$ cat config.mk
export PLATFORM = sky130hd
export DESIGN_NAME = grid_astar_path_search_flat
export DESIGN_NICKNAME = d
export VERILOG_FILES = /design/src/design/gasp_pkg.sv /design/src/design/gasp_if.sv /design/src/design/grid_astar_path_search.sv /design/src/flat_wrapper.sv
export SDC_FILE = /design/constraint.sdc
export NUM_CORES = 2
export LEC_CHECK = 0
export BUFFER_PORTS_ARGS = -buffer_cell sky130_fd_sc_hd__buf_2
export CORE_UTILIZATION = 45
export DETAILED_ROUTE_END_ITERATION = 8
export GPL_TIMING_DRIVEN = 0
export SYNTH_ARGS = -nofsm -noshare
export SYNTH_HDL_FRONTEND = slang
export SYNTH_SLANG_ARGS = --single-unit
$ cat constraint.sdc
create_clock -name clk -period 10.05 [get_ports clk]
set_input_delay 2.01 -clock clk [delete_from_list [all_inputs] [get_ports clk]]
set_output_delay 2.01 -clock clk [all_outputs]
set_load 0.05 [all_outputs]
$ cat src/design/gasp_pkg.sv
//------------------------------------------------------------------------------
// gasp_pkg: shared types and constants for the grid A* path search
// Field widths, move costs, status codes, register indexes, neighbour order.
//------------------------------------------------------------------------------
`default_nettype none

package gasp_pkg;

	localparam int COORD_W  = 3;
	localparam int STATUS_W = 2;
	localparam int MAP_W_DEF = 8;
	localparam int MAP_H_DEF = 8;

	localparam logic [3:0] COST_ORTH = 4'd10;
	localparam logic [3:0] COST_DIAG = 4'd14;

	localparam logic [1:0] ST_TILE    = 2'd0;
	localparam logic [1:0] ST_AT_GOAL = 2'd1;
	localparam logic [1:0] ST_NO_PATH = 2'd2;

	localparam logic [1:0] REG_WALK   = 2'd0;
	localparam logic [1:0] REG_WIDTH  = 2'd1;
	localparam logic [1:0] REG_HEIGHT = 2'd2;

	// offset codes: 0 is -1, 1 is 0, 2 is +1; result is {dy, dx}
	function automatic logic [3:0] nb_off(input logic [2:0] dir);
		logic [3:0] r;
		begin
			case (dir)
				3'd0: r = {2'd0, 2'd0};
				3'd1: r = {2'd0, 2'd1};
				3'd2: r = {2'd0, 2'd2};
				3'd3: r = {2'd1, 2'd0};
				3'd4: r = {2'd1, 2'd2};
				3'd5: r = {2'd2, 2'd0};
				3'd6: r = {2'd2, 2'd1};
				3'd7: r = {2'd2, 2'd2};
				default: r = {2'd1, 2'd1};
			endcase
			return r;
		end
	endfunction

endpackage

`default_nettype wire

$ cat src/design/gasp_if.sv
//------------------------------------------------------------------------------
// gasp_req_if / gasp_rsp_if: request and result channels
// Valid/ready channels carrying the search request and one path result.
//------------------------------------------------------------------------------
`default_nettype none

interface gasp_req_if;
	logic valid;
	logic ready;
	logic [gasp_pkg::COORD_W-1:0] start_x;
	logic [gasp_pkg::COORD_W-1:0] start_y;
	logic [gasp_pkg::COORD_W-1:0] goal_x;
	logic [gasp_pkg::COORD_W-1:0] goal_y;
	modport source (output valid, start_x, start_y, goal_x, goal_y, input ready);
	modport sink (input valid, start_x, start_y, goal_x, goal_y, output ready);
endinterface

interface gasp_rsp_if;
	logic valid;
	logic ready;
	logic [gasp_pkg::COORD_W-1:0]  step_x;
	logic [gasp_pkg::COORD_W-1:0]  step_y;
	logic [gasp_pkg::STATUS_W-1:0] status;
	logic                          last;
	modport source (output valid, step_x, step_y, status, last, input ready);
	modport sink (input valid, step_x, step_y, status, last, output ready);
endinterface

`default_nettype wire

$ cat src/design/grid_astar_path_search.sv
//------------------------------------------------------------------------------
// grid_astar_path_search: A* search over an 8-neighbour tile grid
// Binary min-heap open list in on-chip memory, walked by one sequencer.
//------------------------------------------------------------------------------
//  channel | dir | handshake        | payload
//  req     | in  | valid/ready      | start_x, start_y, goal_x, goal_y
//  rsp     | out | valid/ready      | step_x, step_y, status, last
//  apb     | in  | psel/penable     | walkable_map @0, map_width @8, map_height @16
//
//  One request at a time: ready is high only while the sequencer is idle.
//  Each pop tests for an empty heap, reads the root and the last leaf,
//  sifts the leaf down (less work where only one child exists), visits
//  the neighbours, sifts new or cheaper tiles up (scanning the heap for
//  an open tile whose cost decreased) and checks for the goal; the
//  single-port heap and cost memories set the pace. Path tiles then go
//  out one at a time, each held by any stall on rsp.
//  Reset clears control state and tile marks, not memories; marks are
//  flop vectors cleared as each search starts, so no clearing pass is needed.
//  A stalled result holds in the output register until rsp.ready.
//------------------------------------------------------------------------------
`default_nettype none

module grid_astar_path_search #(
	parameter int MAP_W = gasp_pkg::MAP_W_DEF,
	parameter int MAP_H = gasp_pkg::MAP_H_DEF
) (
	input  wire         clk,
	input  wire         arst_n,
	gasp_req_if.sink    req,
	gasp_rsp_if.source  rsp,
	input  wire         psel,
	input  wire         penable,
	input  wire         pwrite,
	input  wire  [4:0]  paddr,
	input  wire  [63:0] pwdata,
	output logic [63:0] prdata,
	output logic        pready
);

	// sequencer states
	localparam logic [4:0] S_IDLE  = 5'd0;
	localparam logic [4:0] S_POP0  = 5'd1;
	localparam logic [4:0] S_POP1  = 5'd2;
	localparam logic [4:0] S_POP2  = 5'd3;
	localparam logic [4:0] S_SDF   = 5'd4;
	localparam logic [4:0] S_SD1   = 5'd5;
	localparam logic [4:0] S_SD2   = 5'd6;
	localparam logic [4:0] S_SD3   = 5'd7;
	localparam logic [4:0] S_SD4   = 5'd8;
	localparam logic [4:0] S_NB    = 5'd9;
	localparam logic [4:0] S_NBG   = 5'd10;
	localparam logic [4:0] S_SCAN  = 5'd11;
	localparam logic [4:0] S_SCANC = 5'd12;
	localparam logic [4:0] S_SU0   = 5'd13;
	localparam logic [4:0] S_SU1   = 5'd14;
	localparam logic [4:0] S_SU2   = 5'd15;
	localparam logic [4:0] S_CHK   = 5'd16;
	localparam logic [4:0] S_WK0   = 5'd17;
	localparam logic [4:0] S_WK1   = 5'd18;
	localparam logic [4:0] S_OUT   = 5'd19;

	localparam logic [3:0] W_MAX = 4'(MAP_W);
	localparam logic [3:0] H_MAX = 4'(MAP_H);

	// configuration registers
	logic [63:0] walk_q;
	logic [3:0]  mw_q, mh_q;

	// search state
	logic [4:0]  state_q;
	logic [3:0]  w_q, h_q;
	logic [5:0]  st_q, gt_q;
	logic [63:0] open_q, closed_q;
	logic [6:0]  cnt_q;
	logic [5:0]  top_q, cur_q, mv_q, t_q, c1_q, c2_q, pt_q, nxt_q;
	logic [10:0] fm_q, fc1_q, gn_q;
	logic [9:0]  gcur_q;
	logic [6:0]  u_q, p_q, i_q;
	logic [2:0]  dir_q;
	logic        ae_q;
	logic [5:0]  k_q;

	// result register
	logic        ov_q;
	logic [2:0]  ox_q, oy_q;
	logic [1:0]  os_q;
	logic        ol_q;

	// memories: tiles are addressed as {y, x}
	logic [9:0]  g_mem [64];
	logic [10:0] f_mem [64];
	logic [5:0]  p_mem [64];
	logic [5:0]  h_mem [64];
	logic [9:0]  g_rd;
	logic [10:0] f_rd;
	logic [5:0]  p_rd, h_rd;

	logic        g_we, f_we, p_we, h_we;
	logic [5:0]  g_wa, f_wa, p_wa, h_wa, g_ra, f_ra, p_ra, h_ra;
	logic [9:0]  g_wd;
	logic [10:0] f_wd;
	logic [5:0]  p_wd, h_wd;

	//--------------------------------------------------------------------------
	// configuration port
	//--------------------------------------------------------------------------
	logic cfg_wr;
	assign pready = 1'b1;
	assign cfg_wr = psel && penable && pwrite && pready;

	always_ff @(posedge clk or negedge arst_n) begin
		if (!arst_n) begin
			walk_q <= '0;
			mw_q   <= 4'd8;
			mh_q   <= 4'd8;
		end else if (cfg_wr) begin
			case (paddr[4:3])
				gasp_pkg::REG_WALK:   walk_q <= pwdata;
				gasp_pkg::REG_WIDTH:  mw_q   <= pwdata[3:0];
				gasp_pkg::REG_HEIGHT: mh_q   <= pwdata[3:0];
				default: ;
			endcase
		end
	end

	always_comb begin
		case (paddr[4:3])
			gasp_pkg::REG_WALK:   prdata = walk_q;
			gasp_pkg::REG_WIDTH:  prdata = {60'd0, mw_q};
			gasp_pkg::REG_HEIGHT: prdata = {60'd0, mh_q};
			default:              prdata = '0;
		endcase
	end

	//--------------------------------------------------------------------------
	// request decode: clamp the map size, check for trivial requests
	//--------------------------------------------------------------------------
	logic [3:0] w_eff, h_eff;
	logic       req_fire, req_off, req_same, req_go;

	assign w_eff = (mw_q == 4'd0) ? 4'd1 : ((mw_q > W_MAX) ? W_MAX : mw_q);
	assign h_eff = (mh_q == 4'd0) ? 4'd1 : ((mh_q > H_MAX) ? H_MAX : mh_q);
	assign req.ready = (state_q == S_IDLE);
	assign req_fire  = req.valid && req.ready;
	assign req_off   = ({1'b0, req.start_x} >= w_eff) || ({1'b0, req.start_y} >= h_eff) ||
	                   ({1'b0, req.goal_x} >= w_eff) || ({1'b0, req.goal_y} >= h_eff);
	assign req_same  = (req.start_x == req.goal_x) && (req.start_y == req.goal_y);
	assign req_go    = req_fire && !req_off && !req_same;

	//--------------------------------------------------------------------------
	// neighbour evaluation for the current direction
	//--------------------------------------------------------------------------
	logic [3:0]  nb_code, cx4, cy4;
	logic [5:0]  nb_t;
	logic [6:0]  nb_widx;
	logic        nb_in, nb_cand, nb_diag, nb_last;
	logic [2:0]  dxa, dya;
	logic [3:0]  hd;
	logic [7:0]  hc;
	logic [10:0] gnew, fnew;

	assign nb_code = gasp_pkg::nb_off(dir_q);
	assign cx4     = {1'b0, cur_q[2:0]} + {2'b00, nb_code[1:0]} - 4'd1;
	assign cy4     = {1'b0, cur_q[5:3]} + {2'b00, nb_code[3:2]} - 4'd1;
	assign nb_in   = (cx4 < w_q) && (cy4 < h_q);
	assign nb_t    = {cy4[2:0], cx4[2:0]};
	assign nb_widx = 7'(cy4[2:0]) * 7'(w_q) + 7'(cx4[2:0]);
	assign nb_cand = nb_in && !closed_q[nb_t] && walk_q[nb_widx[5:0]];
	assign nb_diag = (nb_code[1:0] != 2'd1) && (nb_code[3:2] != 2'd1);
	assign nb_last = (dir_q == 3'd7);
	assign dxa     = (cx4[2:0] > gt_q[2:0]) ? cx4[2:0] - gt_q[2:0] : gt_q[2:0] - cx4[2:0];
	assign dya     = (cy4[2:0] > gt_q[5:3]) ? cy4[2:0] - gt_q[5:3] : gt_q[5:3] - cy4[2:0];
	assign hd      = {1'b0, dxa} + {1'b0, dya};
	assign hc      = {1'b0, hd, 3'b000} + {3'b000, hd, 1'b0};
	assign gnew    = {1'b0, gcur_q} +
	                 {7'd0, (nb_diag ? gasp_pkg::COST_DIAG : gasp_pkg::COST_ORTH)};
	assign fnew    = gnew + {3'd0, hc};

	//--------------------------------------------------------------------------
	// sift-down child choice: ties go to the child
	//--------------------------------------------------------------------------
	logic [7:0]  u2;
	logic        has_c2, sd_b1;
	logic [10:0] sd_fb;
	logic [1:0]  sd_sel;

	assign u2     = {u_q, 1'b0};
	assign has_c2 = (u2 + 8'd1) <= {1'b0, cnt_q};
	assign sd_b1  = (fm_q >= fc1_q);
	assign sd_fb  = sd_b1 ? fc1_q : fm_q;

	always_comb begin
		sd_sel = 2'd0;
		if (state_q == S_SD3) begin
			sd_sel = (fm_q >= f_rd) ? 2'd1 : 2'd0;
		end else if (state_q == S_SD4) begin
			if (sd_fb >= f_rd) begin
				sd_sel = 2'd2;
			end else if (sd_b1) begin
				sd_sel = 2'd1;
			end
		end
	end

	logic su_swap;
	assign su_swap = (fm_q < f_rd) || (ae_q && (fm_q == f_rd));

	//--------------------------------------------------------------------------
	// memory port control
	//--------------------------------------------------------------------------
	always_comb begin
		g_we = 1'b0; g_wa = t_q; g_wd = gn_q[9:0]; g_ra = t_q;
		f_we = 1'b0; f_wa = t_q; f_wd = fm_q;      f_ra = h_rd;
		p_we = 1'b0; p_wa = t_q; p_wd = cur_q;     p_ra = cur_q;
		h_we = 1'b0; h_wa = '0;  h_wd = t_q;       h_ra = '0;
		case (state_q)
			S_IDLE: begin
				if (req_go) begin
					g_we = 1'b1; g_wa = {req.start_y, req.start_x}; g_wd = '0;
					f_we = 1'b1; f_wa = {req.start_y, req.start_x}; f_wd = '0;
					h_we = 1'b1; h_wa = '0; h_wd = {req.start_y, req.start_x};
				end
			end
			S_POP1: h_ra = 6'(cnt_q - 7'd1);
			S_POP2: begin
				f_ra = h_rd;
				g_ra = top_q;
			end
			S_SD1: begin
				if (u2 > {1'b0, cnt_q}) begin
					h_we = 1'b1; h_wa = 6'(u_q - 7'd1); h_wd = mv_q;
				end else begin
					h_ra = 6'(u2 - 8'd1);
				end
			end
			S_SD2: begin
				f_ra = h_rd;
				h_ra = u2[5:0];
			end
			S_SD3: begin
				f_ra = h_rd;
				if (!has_c2) begin
					h_we = 1'b1; h_wa = 6'(u_q - 7'd1);
					h_wd = (sd_sel == 2'd1) ? c1_q : mv_q;
				end
			end
			S_SD4: begin
				h_we = 1'b1; h_wa = 6'(u_q - 7'd1);
				case (sd_sel)
					2'd1:    h_wd = c1_q;
					2'd2:    h_wd = c2_q;
					default: h_wd = mv_q;
				endcase
			end
			S_NB: begin
				g_ra = nb_t;
				if (nb_cand && !open_q[nb_t] && (cnt_q < 7'd64)) begin
					g_we = 1'b1; g_wa = nb_t; g_wd = gnew[9:0];
					f_we = 1'b1; f_wa = nb_t; f_wd = fnew;
					p_we = 1'b1; p_wa = nb_t; p_wd = cur_q;
				end
			end
			S_NBG: begin
				if (gn_q < {1'b0, g_rd}) begin
					p_we = 1'b1;
					g_we = 1'b1;
				end
			end
			S_SCAN: h_ra = 6'(i_q - 7'd1);
			S_SCANC: begin
				if (h_rd == t_q) begin
					f_we = 1'b1;
				end
			end
			S_SU0: begin
				if (p_q == 7'd1) begin
					h_we = 1'b1; h_wa = '0; h_wd = t_q;
				end else begin
					h_ra = 6'((p_q >> 1) - 7'd1);
				end
			end
			S_SU1: f_ra = h_rd;
			S_SU2: begin
				h_we = 1'b1; h_wa = 6'(p_q - 7'd1);
				h_wd = su_swap ? pt_q : t_q;
			end
			S_WK0: p_ra = cur_q;
			default: ;
		endcase
	end

	always_ff @(posedge clk) begin
		if (g_we) g_mem[g_wa] <= g_wd;
		if (f_we) f_mem[f_wa] <= f_wd;
		if (p_we) p_mem[p_wa] <= p_wd;
		if (h_we) h_mem[h_wa] <= h_wd;
		g_rd <= g_mem[g_ra];
		f_rd <= f_mem[f_ra];
		p_rd <= p_mem[p_ra];
		h_rd <= h_mem[h_ra];
	end

	//--------------------------------------------------------------------------
	// sequencer
	//--------------------------------------------------------------------------
	always_ff @(posedge clk or negedge arst_n) begin
		if (!arst_n) begin
			state_q  <= S_IDLE;
			ov_q     <= 1'b0;
			open_q   <= '0;
			closed_q <= '0;
			cnt_q    <= '0;
		end else begin
			case (state_q)
				S_IDLE: begin
					if (req_fire) begin
						w_q <= w_eff;
						h_q <= h_eff;
						st_q <= {req.start_y, req.start_x};
						gt_q <= {req.goal_y, req.goal_x};
						if (req_off || req_same) begin
							ov_q <= 1'b1;
							ox_q <= '0;
							oy_q <= '0;
							os_q <= req_off ? gasp_pkg::ST_NO_PATH : gasp_pkg::ST_AT_GOAL;
							ol_q <= 1'b1;
							state_q <= S_OUT;
						end else begin
							open_q   <= '0;
							closed_q <= '0;
							cnt_q    <= 7'd1;
							state_q  <= S_POP0;
						end
					end
				end
				// pop the minimum: read root, then last leaf
				S_POP0: begin
					if (cnt_q == 7'd0) begin
						ov_q <= 1'b1;
						ox_q <= '0;
						oy_q <= '0;
						os_q <= gasp_pkg::ST_NO_PATH;
						ol_q <= 1'b1;
						state_q <= S_OUT;
					end else begin
						state_q <= S_POP1;
					end
				end
				S_POP1: begin
					top_q   <= h_rd;
					state_q <= S_POP2;
				end
				S_POP2: begin
					mv_q  <= h_rd;
					cnt_q <= cnt_q - 7'd1;
					cur_q <= top_q;
					closed_q[top_q] <= 1'b1;
					open_q[top_q]   <= 1'b0;
					state_q <= S_SDF;
				end
				S_SDF: begin
					gcur_q  <= g_rd;
					fm_q    <= f_rd;
					u_q     <= 7'd1;
					state_q <= S_SD1;
				end
				// sift the moved leaf down from the root
				S_SD1: begin
					if (u2 > {1'b0, cnt_q}) begin
						dir_q   <= '0;
						state_q <= S_NB;
					end else begin
						state_q <= S_SD2;
					end
				end
				S_SD2: begin
					c1_q    <= h_rd;
					state_q <= S_SD3;
				end
				S_SD3: begin
					fc1_q <= f_rd;
					c2_q  <= h_rd;
					if (has_c2) begin
						state_q <= S_SD4;
					end else if (sd_sel == 2'd1) begin
						u_q     <= u2[6:0];
						state_q <= S_SD1;
					end else begin
						dir_q   <= '0;
						state_q <= S_NB;
					end
				end
				S_SD4: begin
					case (sd_sel)
						2'd1: begin
							u_q     <= u2[6:0];
							state_q <= S_SD1;
						end
						2'd2: begin
							u_q     <= u2[6:0] + 7'd1;
							state_q <= S_SD1;
						end
						default: begin
							dir_q   <= '0;
							state_q <= S_NB;
						end
					endcase
				end
				// one neighbour per visit
				S_NB: begin
					t_q  <= nb_t;
					gn_q <= gnew;
					fm_q <= fnew;
					if (nb_cand && !open_q[nb_t]) begin
						if (cnt_q < 7'd64) begin
							cnt_q  <= cnt_q + 7'd1;
							p_q    <= cnt_q + 7'd1;
							ae_q   <= 1'b1;
							open_q[nb_t] <= 1'b1;
							state_q <= S_SU0;
						end else begin
							dir_q   <= dir_q + 3'd1;
							state_q <= nb_last ? S_CHK : S_NB;
						end
					end else if (nb_cand) begin
						state_q <= S_NBG;
					end else begin
						dir_q   <= dir_q + 3'd1;
						state_q <= nb_last ? S_CHK : S_NB;
					end
				end
				// open tile: take the cheaper route and locate it in the heap
				S_NBG: begin
					if (gn_q < {1'b0, g_rd}) begin
						i_q     <= 7'd1;
						state_q <= S_SCAN;
					end else begin
						dir_q   <= dir_q + 3'd1;
						state_q <= nb_last ? S_CHK : S_NB;
					end
				end
				S_SCAN: state_q <= S_SCANC;
				S_SCANC: begin
					if (h_rd == t_q) begin
						p_q     <= i_q;
						ae_q    <= 1'b0;
						state_q <= S_SU0;
					end else if (i_q >= cnt_q) begin
						dir_q   <= dir_q + 3'd1;
						state_q <= nb_last ? S_CHK : S_NB;
					end else begin
						i_q     <= i_q + 7'd1;
						state_q <= S_SCAN;
					end
				end
				// sift up toward the root
				S_SU0: begin
					if (p_q == 7'd1) begin
						dir_q   <= dir_q + 3'd1;
						state_q <= nb_last ? S_CHK : S_NB;
					end else begin
						state_q <= S_SU1;
					end
				end
				S_SU1: begin
					pt_q    <= h_rd;
					state_q <= S_SU2;
				end
				S_SU2: begin
					if (su_swap) begin
						p_q     <= p_q >> 1;
						state_q <= S_SU0;
					end else begin
						dir_q   <= dir_q + 3'd1;
						state_q <= nb_last ? S_CHK : S_NB;
					end
				end
				S_CHK: begin
					if (open_q[gt_q]) begin
						cur_q   <= gt_q;
						k_q     <= '0;
						state_q <= S_WK0;
					end else begin
						state_q <= S_POP0;
					end
				end
				// walk parents from the goal back to the start
				S_WK0: state_q <= S_WK1;
				S_WK1: begin
					nxt_q <= p_rd;
					ov_q  <= 1'b1;
					ox_q  <= cur_q[2:0];
					oy_q  <= cur_q[5:3];
					os_q  <= gasp_pkg::ST_TILE;
					ol_q  <= (p_rd == st_q) || (k_q == 6'd62);
					state_q <= S_OUT;
				end
				S_OUT: begin
					if (rsp.ready) begin
						ov_q <= 1'b0;
						if (ol_q) begin
							state_q <= S_IDLE;
						end else begin
							cur_q   <= nxt_q;
							k_q     <= k_q + 6'd1;
							state_q <= S_WK0;
						end
					end
				end
				default: state_q <= S_IDLE;
			endcase
		end
	end

	assign rsp.valid  = ov_q;
	assign rsp.step_x = ox_q;
	assign rsp.step_y = oy_q;
	assign rsp.status = os_q;
	assign rsp.last   = ol_q;

endmodule

`default_nettype wire

$ cat src/flat_wrapper.sv
// flat-port wrapper written by rule: the top's interface ports become plain ports
module grid_astar_path_search_flat 
#(
	parameter int MAP_W = gasp_pkg::MAP_W_DEF,
	parameter int MAP_H = gasp_pkg::MAP_H_DEF
)
  (clk, arst_n, psel, penable, pwrite, paddr, pwdata, prdata, pready, req_valid, req_start_x, req_start_y, req_goal_x, req_goal_y, req_ready, rsp_valid, rsp_step_x, rsp_step_y, rsp_status, rsp_last, rsp_ready);
  gasp_req_if req_i ();
  gasp_rsp_if rsp_i ();
  input  wire clk;
  input  wire arst_n;
  input  wire psel;
  input  wire penable;
  input  wire pwrite;
  input  wire  [4:0] paddr;
  input  wire  [63:0] pwdata;
  output logic [63:0] prdata;
  output logic pready;
  input wire logic [$bits(req_i.valid)-1:0] req_valid;
  input wire logic [$bits(req_i.start_x)-1:0] req_start_x;
  input wire logic [$bits(req_i.start_y)-1:0] req_start_y;
  input wire logic [$bits(req_i.goal_x)-1:0] req_goal_x;
  input wire logic [$bits(req_i.goal_y)-1:0] req_goal_y;
  output wire logic [$bits(req_i.ready)-1:0] req_ready;
  output wire logic [$bits(rsp_i.valid)-1:0] rsp_valid;
  output wire logic [$bits(rsp_i.step_x)-1:0] rsp_step_x;
  output wire logic [$bits(rsp_i.step_y)-1:0] rsp_step_y;
  output wire logic [$bits(rsp_i.status)-1:0] rsp_status;
  output wire logic [$bits(rsp_i.last)-1:0] rsp_last;
  input wire logic [$bits(rsp_i.ready)-1:0] rsp_ready;
  assign req_i.valid = req_valid;
  assign req_i.start_x = req_start_x;
  assign req_i.start_y = req_start_y;
  assign req_i.goal_x = req_goal_x;
  assign req_i.goal_y = req_goal_y;
  assign req_ready = req_i.ready;
  assign rsp_valid = rsp_i.valid;
  assign rsp_step_x = rsp_i.step_x;
  assign rsp_step_y = rsp_i.step_y;
  assign rsp_status = rsp_i.status;
  assign rsp_last = rsp_i.last;
  assign rsp_i.ready = rsp_ready;
  grid_astar_path_search #(.MAP_W(MAP_W), .MAP_H(MAP_H)) u_core (.clk(clk), .arst_n(arst_n), .req(req_i), .rsp(rsp_i), .psel(psel), .penable(penable), .pwrite(pwrite), .paddr(paddr), .pwdata(pwdata), .prdata(prdata), .pready(pready));
endmodule
## After elaboration in Yosys (flattened, before gate mapping)

Memories as Yosys holds them, arrays and structs flattened. A register that Yosys moved wholly into a read port is not among the register bits.
Index checks and enable logic that the tools add are counted.

- Register bits after elaboration: 364
- Memory bits (writable): 2112
- ROM bits: 32
- Bits of input ports: 88
- Output and inout port bits: 76
- Logic and storage cells: 375
- Memories: 5

Memories:

| name | words | bits a word | rd ports | clocked after Yosys merged registers in | wr ports | RTL line | RTL |
|---|---|---|---|---|---|---|---|
| u_core.f_mem | 64 | 11 | 1 | 1 | 1 | grid_astar_path_search.sv:91 | `logic [10:0] f_mem [64];` |
| u_core.g_mem | 64 | 10 | 1 | 1 | 1 | grid_astar_path_search.sv:90 | `logic [9:0] g_mem [64];` |
| u_core.h_mem | 64 | 6 | 1 | 1 | 1 | grid_astar_path_search.sv:93 | `logic [5:0] h_mem [64];` |
| u_core.p_mem | 64 | 6 | 1 | 1 | 1 | grid_astar_path_search.sv:92 | `logic [5:0] p_mem [64];` |
| (no name shown) | 8 | 4 | 1 | 1 | 0 | gasp_pkg.sv:29 | `case (dir)` |

- Add/sub/neg operators: 25
- Multiply operators: 1
- Order comparisons: 25
- Eq/ne operators: 59
- Mux-type cells: 153
- Bitwise gates (word level): 4
- Reduce and logical (&&, ||, !) cells: 69

Operator list:

| cell | count |
|---|---|
| case mux 64 bit (3 select lines) | 2 |
| two-way mux 64 bit | 4 |
| OR 64 bit | 2 |
| case mux 64 bit (2 select lines) | 1 |
| two-way mux 6 bit | 17 |
| case mux 5 bit (20 select lines) | 1 |
| two-way mux 5 bit | 16 |
| two-way mux 7 bit | 11 |
| bitwise AND 64 bit | 1 |
| inverter 64 bit | 1 |
| case mux 7 bit (3 select lines) | 3 |
| case mux 6 bit (5 select lines) | 2 |
| two-way mux 3 bit | 19 |
| case mux 6 bit (2 select lines) | 4 |
| case mux 11 bit (2 select lines) | 2 |
| == test 5 x 4 -> 1 bit (second input constant) | 8 |
| AND reduction 5 bit | 8 |
| greater-or-equal comparator 11 bit | 3 |
| two-way mux 11 bit | 3 |
| two-way mux 1 bit | 30 |
| subtractor 6 x 1 -> 6 bit (second input constant) | 5 |
| less-than comparator 6 x 7 -> 1 bit (second input constant) | 4 |
| two-way mux 4 bit | 7 |
| case mux 7 bit (2 select lines) | 2 |
| 70 further kinds | 180 |

## Depth between registers and ports, before layout

- Depth in word-level cells: 14
- Mapped depth: 32
- Depth with buffers taken out: 31

## Least setup slack after synthesis

OpenSTA, ideal clock, no wires.

- Path type: reg-to-reg
- Start: reg u_core.cur_q[3]
- End: mem u_core.f_mem[0][3] (data pin)
- Setup time: 702 ps
- Arrival time: 9218 ps
- Data required time: 9348 ps
- Slack: 130 ps
- Stages on the path, launching flop included: 22
- Buffers on the path: 6
- Period minus slack after synthesis: 9920 ps
- Path through: edfxtp_1 -> inv_2 -> buf_1 -> ha_1 -> inv_1 -> ha_1 -> fa_1 -> clkbuf_1 -> nand2_1 -> fa_1 -> fa_1 -> fa_1 -> clkbuf_1 -> mux4_2 -> nand3_1 -> nand4_1 -> mux4_2 -> buf_1 -> nand4_2 -> clkbuf_1 -> clkbuf_1 -> o21ai_0

- Cells in the longest elaborated chain, start to end: 11
- Elaborated cells between the ends (all ways): 27
- Classes of those cells: 8 x add/sub; 1 x mul; 2 x order compare; 9 x mux; 7 x reduce/logical

RTL lines:

| item | RTL line | RTL |
|---|---|---|
| start: declaration | grid_astar_path_search.sv:75 | `logic [5:0] top_q, cur_q, mv_q, t_q, c1_q, c2_q, pt_q, nxt_q;` |
| start signal: assignment | grid_astar_path_search.sv:356 | `cur_q <= top_q;` |
| start signal: assignment | grid_astar_path_search.sv:480 | `cur_q <= gt_q;` |
| start signal: assignment | grid_astar_path_search.sv:504 | `cur_q <= nxt_q;` |
| adder 3 x 2 -> 4 bit * | grid_astar_path_search.sv:164 | `assign cy4 = {1'b0, cur_q[5:3]} + {2'b00, nb_code[3:2]} - 4'd1;` |
| subtractor 4 x 1 -> 4 bit * | grid_astar_path_search.sv:164 |  |
| named net u_core.cy4[2] | grid_astar_path_search.sv:153 | `logic [3:0] nb_code, cx4, cy4;` |
| multiplier 3 x 4 -> 6 bit / binary-select mux 1 bit (select 6 bit) (equally long branches) | grid_astar_path_search.sv:167, grid_astar_path_search.sv:168 |  |
| adder 6 x 3 -> 6 bit / two-way mux 1 bit (equally long branches) | grid_astar_path_search.sv:167, grid_astar_path_search.sv:168 |  |
| binary-select mux 1 bit (select 6 bit) / logical NOT 1 bit (equally long branches) | grid_astar_path_search.sv:168 | `assign nb_cand = nb_in && !closed_q[nb_t] && walk_q[nb_widx[5:0]];` |
| two-way mux 1 bit (implied by the code) / logical AND 1 bit (equally long branches) | grid_astar_path_search.sv:168 |  |
| logical AND 1 bit | grid_astar_path_search.sv:168 |  |
| logical AND 1 bit (2 in a row) | grid_astar_path_search.sv:257 | `if (nb_cand && !open_q[nb_t] && (cnt_q < 7'd64)) begin` |
| two-way mux 11 bit * | grid_astar_path_search.sv:257 |  |
| case mux 11 bit (2 select lines) * | grid_astar_path_search.sv:216 | `case (state_q)` |
| named net u_core.f_wd[3] | grid_astar_path_search.sv:101 | `logic [10:0] f_wd;` |
| end: declaration | grid_astar_path_search.sv:91 |  |

Mark *: on every way through the listed nets, which the timed path passes. The rest lies on a longest branch. The select of a mux whose other input is x is not followed.

## Worst setup path in the final report

- Start: reg u_core.cur_q[2]
- End: mem u_core.g_mem[63][1], enable pin

- Cells in the longest elaborated chain, start to end: 13
- Elaborated cells between the ends (all ways): 23
- Classes of those cells: 3 x add/sub; 1 x order compare; 12 x mux; 7 x reduce/logical

RTL lines:

| item | RTL line | RTL |
|---|---|---|
| adder 3 x 2 -> 4 bit * | grid_astar_path_search.sv:163 | `assign cx4 = {1'b0, cur_q[2:0]} + {2'b00, nb_code[1:0]} - 4'd1;` |
| subtractor 4 x 1 -> 4 bit * | grid_astar_path_search.sv:163 |  |
| named net u_core.cx4[2] | grid_astar_path_search.sv:153 |  |
| branches (longest 11 deep; another with adder 6 x 3 -> 6 bit) | n/a |  |
| end: declaration | grid_astar_path_search.sv:90 |  |

Mark *: on every way through the listed nets, which the timed path passes. The select of a mux whose other input is x is not followed.

==> results by group <==
Outcome
  – Status: finished, violations left
  – Failing checks: design-rule violations, max-capacitance violations, max-slew violations

Routing
  – Vias post-DR: 66,690
  – Post-Route WL: 313.3 mm
  – DRC Markers: 2
  – First-pass DRT Iterations: 9
  – Wire length on met1: 129.2 mm
  – Met2 wire len: 145.9 mm
  – Top layer in use: met5
  – Routed length per instance: 28.34 um
  – Initial DRC count: 7,958
  – Met3 Wirelength: 26.30 mm
  – Post-DR vias/cell: 6.033
  – Antenna Violating Nets Remaining: 0

Timing
  – Final worst path period share: 98.26%
  – Post-layout min period: 9.875 ns
  – Slew headroom: -2.106%
  – Fin. max-slew vios: 6
  – Hold WS: 0.4342 ns
  – Worst Tran Pin Value: 1.520 ns
  – Setup TNS: 0 ns
  – Final setup margin: 0.1746 ns
  – Unrepaired setup endpoints after global routing: true
  – Final Hold Vio Count: 0
  – Worst Skew: 0.07159 ns
  – Endpoints failing setup: 0
  – Max Fclk: 0.1013 GHz

Synthesis
  – Post-Syn Area: 107,900 um2
  – Synth Register Bits: 2,513
  – Cell accounting for the most synthesized area: edfxtp_1
  – Synth warnings: 0
  – Synth Instances: 7,119
  – Top_reg_cell synth: edfxtp_1
  – Synthesized area per cell: 15.15 um2
  – Yosys cell types: 92
  – Cell with the most instances after synthesis: edfxtp_1
  – Top cells by count, synth: edfxtp_1, nand2_1, mux4_2, nor2_1, nand3_1
  – Share of async-settable or async-resettable flops after synthesis: 8.476%
  – EDFF count, synth: 2,263
  – Sequential share of the synthesized area: 68.63%
  – Top cell type's share of synthesized area: 63.00%
  – Synth top area cells: edfxtp_1, mux4_2, dfrtp_1
  – Syn Nets: 7,357

CTS
  – Clk root buf: clkbuf_16
  – CTS buffer count: 282
  – H-Tree Depth: 5
  – TritonCTS clock tree: built
  – Worst-path clk slew: 0.06 ns
  – Clock sink count: 2,513
  – Deepest clock path buffer count: 4
  – Worst-skew pair later-pin latency: 0.94 ns
  – Hold-fix buffers, CTS: 0

Global routing
  – Total global routing overflow: 0
  – Vias in the first global route: 65,390
  – Antenna violations before repair: 13
  – GRT Util Overall: 25.67%
  – Largest net degree at the start of global routing: 92
  – First-pass GRT wire length: 454.6 mm

Place
  – Placer congestion estimate: 0.9719
  – Final HPWL DP: 217.3 mm
  – Placed cell area: 114,700 um2
  – PortBufs: 157
  – Pre-CTS WS: -1.845 ns

Power and ir drop
  – PwrDens: 295.1 nW/um2
  – VDD IR max: 0.4420 mV
  – Pleak: 0.04333 uW

Setup path
  – Slowest CP cell: fa_1
  – Reg-to-reg startpoint: u_core.cur_q[2]$_DFFE_PP_
  – Required @ worst endpoint: 10.67 ns
  – Critical path's top delay family: buffers and inverters
  – CP peak stage delay: 0.96 ns
  – Worst path cell trace: buf_16 -> clkbuf_1 -> clkbuf_1 -> inv_1 -> fa_1 -> buf_2 -> inv_2 -> fa_1 -> fa_1 -> clkbuf_2 -> mux4_2 -> nand3_1 -> and4_1 -> mux4_2 -> nor4_2 -> nor2_1 -> a2bb2oi_2 -> clkbuf_1 -> nor4_2 -> buf_4
  – Crit path buffers/inverters: 9
  – Crit. End Element: register
  – R2r worst-path depth: 20
  – RR Endpoint: u_core.g_mem[63][1]$_DFFE_PP_
  – R2r setup slk: 0.17 ns
  – Critical path class: reg -> reg
  – Worst EP arrival: 10.50 ns
  – Startpoint Class: register
  – Worst-path fanout max: 22

Min path
  – WHS Path Cells: 0
  – Hold Path End: u_core.gcur_q[9]$_DFFE_PP_
  – Worst min path class: reg -> reg
  – Hold path start: u_core.g_rd[9]$_DFF_P_

Die
  – Core box area: 238,100 um2
  – Row cnt: 179
  – DIE AREA: 241,700 um2
  – Initial Utilization: 45.31%
  – Die X: 491.6 um
  – Die height: 491.6 um
  – Ports: 164

Layout
  – Area growth from synthesis to layout: 15.55%
  – Final nets: 7,917
  – # fillers: 19,360
  – Fraction of layout cells with a size suffix above 1: 19.26%
  – Cell area after layout: 124,600 um2
  – Final Util: 52.36%

Job
  – Max-cap violation count: 1
-- placed cells by master (no fill, tap or decap), drive strengths merged, types with 127 or more instances in the layout --
cell type and instances:
edfxtp 2263, nand2 833, clkbuf 667, mux4 420, nor2 417, buf 410, nand3 338, a21oi 313
mux2i 291, dfrtp 211, o21ai 178, inv 148, ha 135, mux2 127
-- worst max-delay path by stage --
stage	startpoint	cells past startpoint	endpoint
6_report	u_core.cur_q[2]$_DFFE_PP_	20	u_core.g_mem[63][1]$_DFFE_PP_
5_1_grt	u_core.cur_q[0]$_DFFE_PP_	23	u_core.g_mem[9][0]$_DFFE_PP_
4_1_cts	u_core.cur_q[1]$_DFFE_PP_	25	u_core.g_mem[62][9]$_DFFE_PP_
3_5_place_dp	u_core.cur_q[0]$_DFFE_PP_	24	u_core.g_mem[47][3]$_DFFE_PP_
3_3_place_gp	u_core.cur_q[0]$_DFFE_PP_	22	u_core.g_mem[39][3]$_DFFE_PP_
2_1_floorplan	u_core.cur_q[3]$_DFFE_PP_	21	u_core.f_mem[0][3]$_DFFE_PP_
-- metal layers --
| metal | vias up | GRT usage [%] |
|---|---|---|
| met3 | 630 | 4.973 |
| met5 | - | 0 |
| li1 | 28640 | - |
| met1 | 34300 | 35.83 |
| met2 | 3121 | 40.08 |
| met4 | 2 | 9.396 |
-- stage by stage --
step           total power [uW]  std cells
6_report                  36790      11050
5_1_grt                   38080      11050
4_1_cts                   36680      11040
3_5_place_dp              26720      10540
3_3_place_gp              26190      10440
2_1_floorplan             21320       7119
-- state kept, by name, indices dropped and copies added, names as in the netlist, 11 cells and up --
name             count
u_core.h_mem       384
u_core.gn_q         11
u_core.g_mem       640
u_core.open_q       64
u_core.closed_q     64
u_core.f_rd         11
u_core.f_mem       704
u_core.fm_q         11
u_core.p_mem       384
u_core.walk_q       64
u_core.fc1_q        11
-- kinds of logic (layout without fill, tap and decap cells) --
group	Yosys count	after routing	share of synthesized area (%)
AOI/OAI and AO/OA	907	907	5.331
xor gates and xnor gates	73	73	0.5927
adders and majority gates	150	150	1.844
buffers and inverters	590	1347	2.147
DFF	2513	2513	68.63
muxes	838	838	12.79
other	1	12	0.003476
and+or+nand+nor	2047	2047	8.660
-- final cells by class --
class	count	area [um2]	area share (%)
flip-flops and latches	2513	74030	59.39
multi-input cells	4016	33010	26.48
clock buffers	362	7681	6.162
well taps	3167	3963	3.179
repair buffers	281	2567	2.060
plain buffers	436	1782	1.429
clock inverters	119	1027	0.8241
inverters	149	559.3	0.4487
diodes	11	27.53	0.02208
-- what timing repair did --
| action | 4_1_cts | 5_1_grt |
|---|---|---|
| pin swaps | 10 | 2 |
| endpoints found under the hold margin | 0 | 0 |
| resized for setup | 229 | 14 |
| endpoints found under the setup margin | 3157 | 1308 |
| setup buffers | 17 | 7 |
-- report_power, final --
group / total, uW / switching [uW] / internal (uW)
combinational: 13900 / 9300 / 4650
sequential: 13000 / 308 / 12700
clock: 9880 / 4050 / 5830
Power figures use the tool's default switching activity.
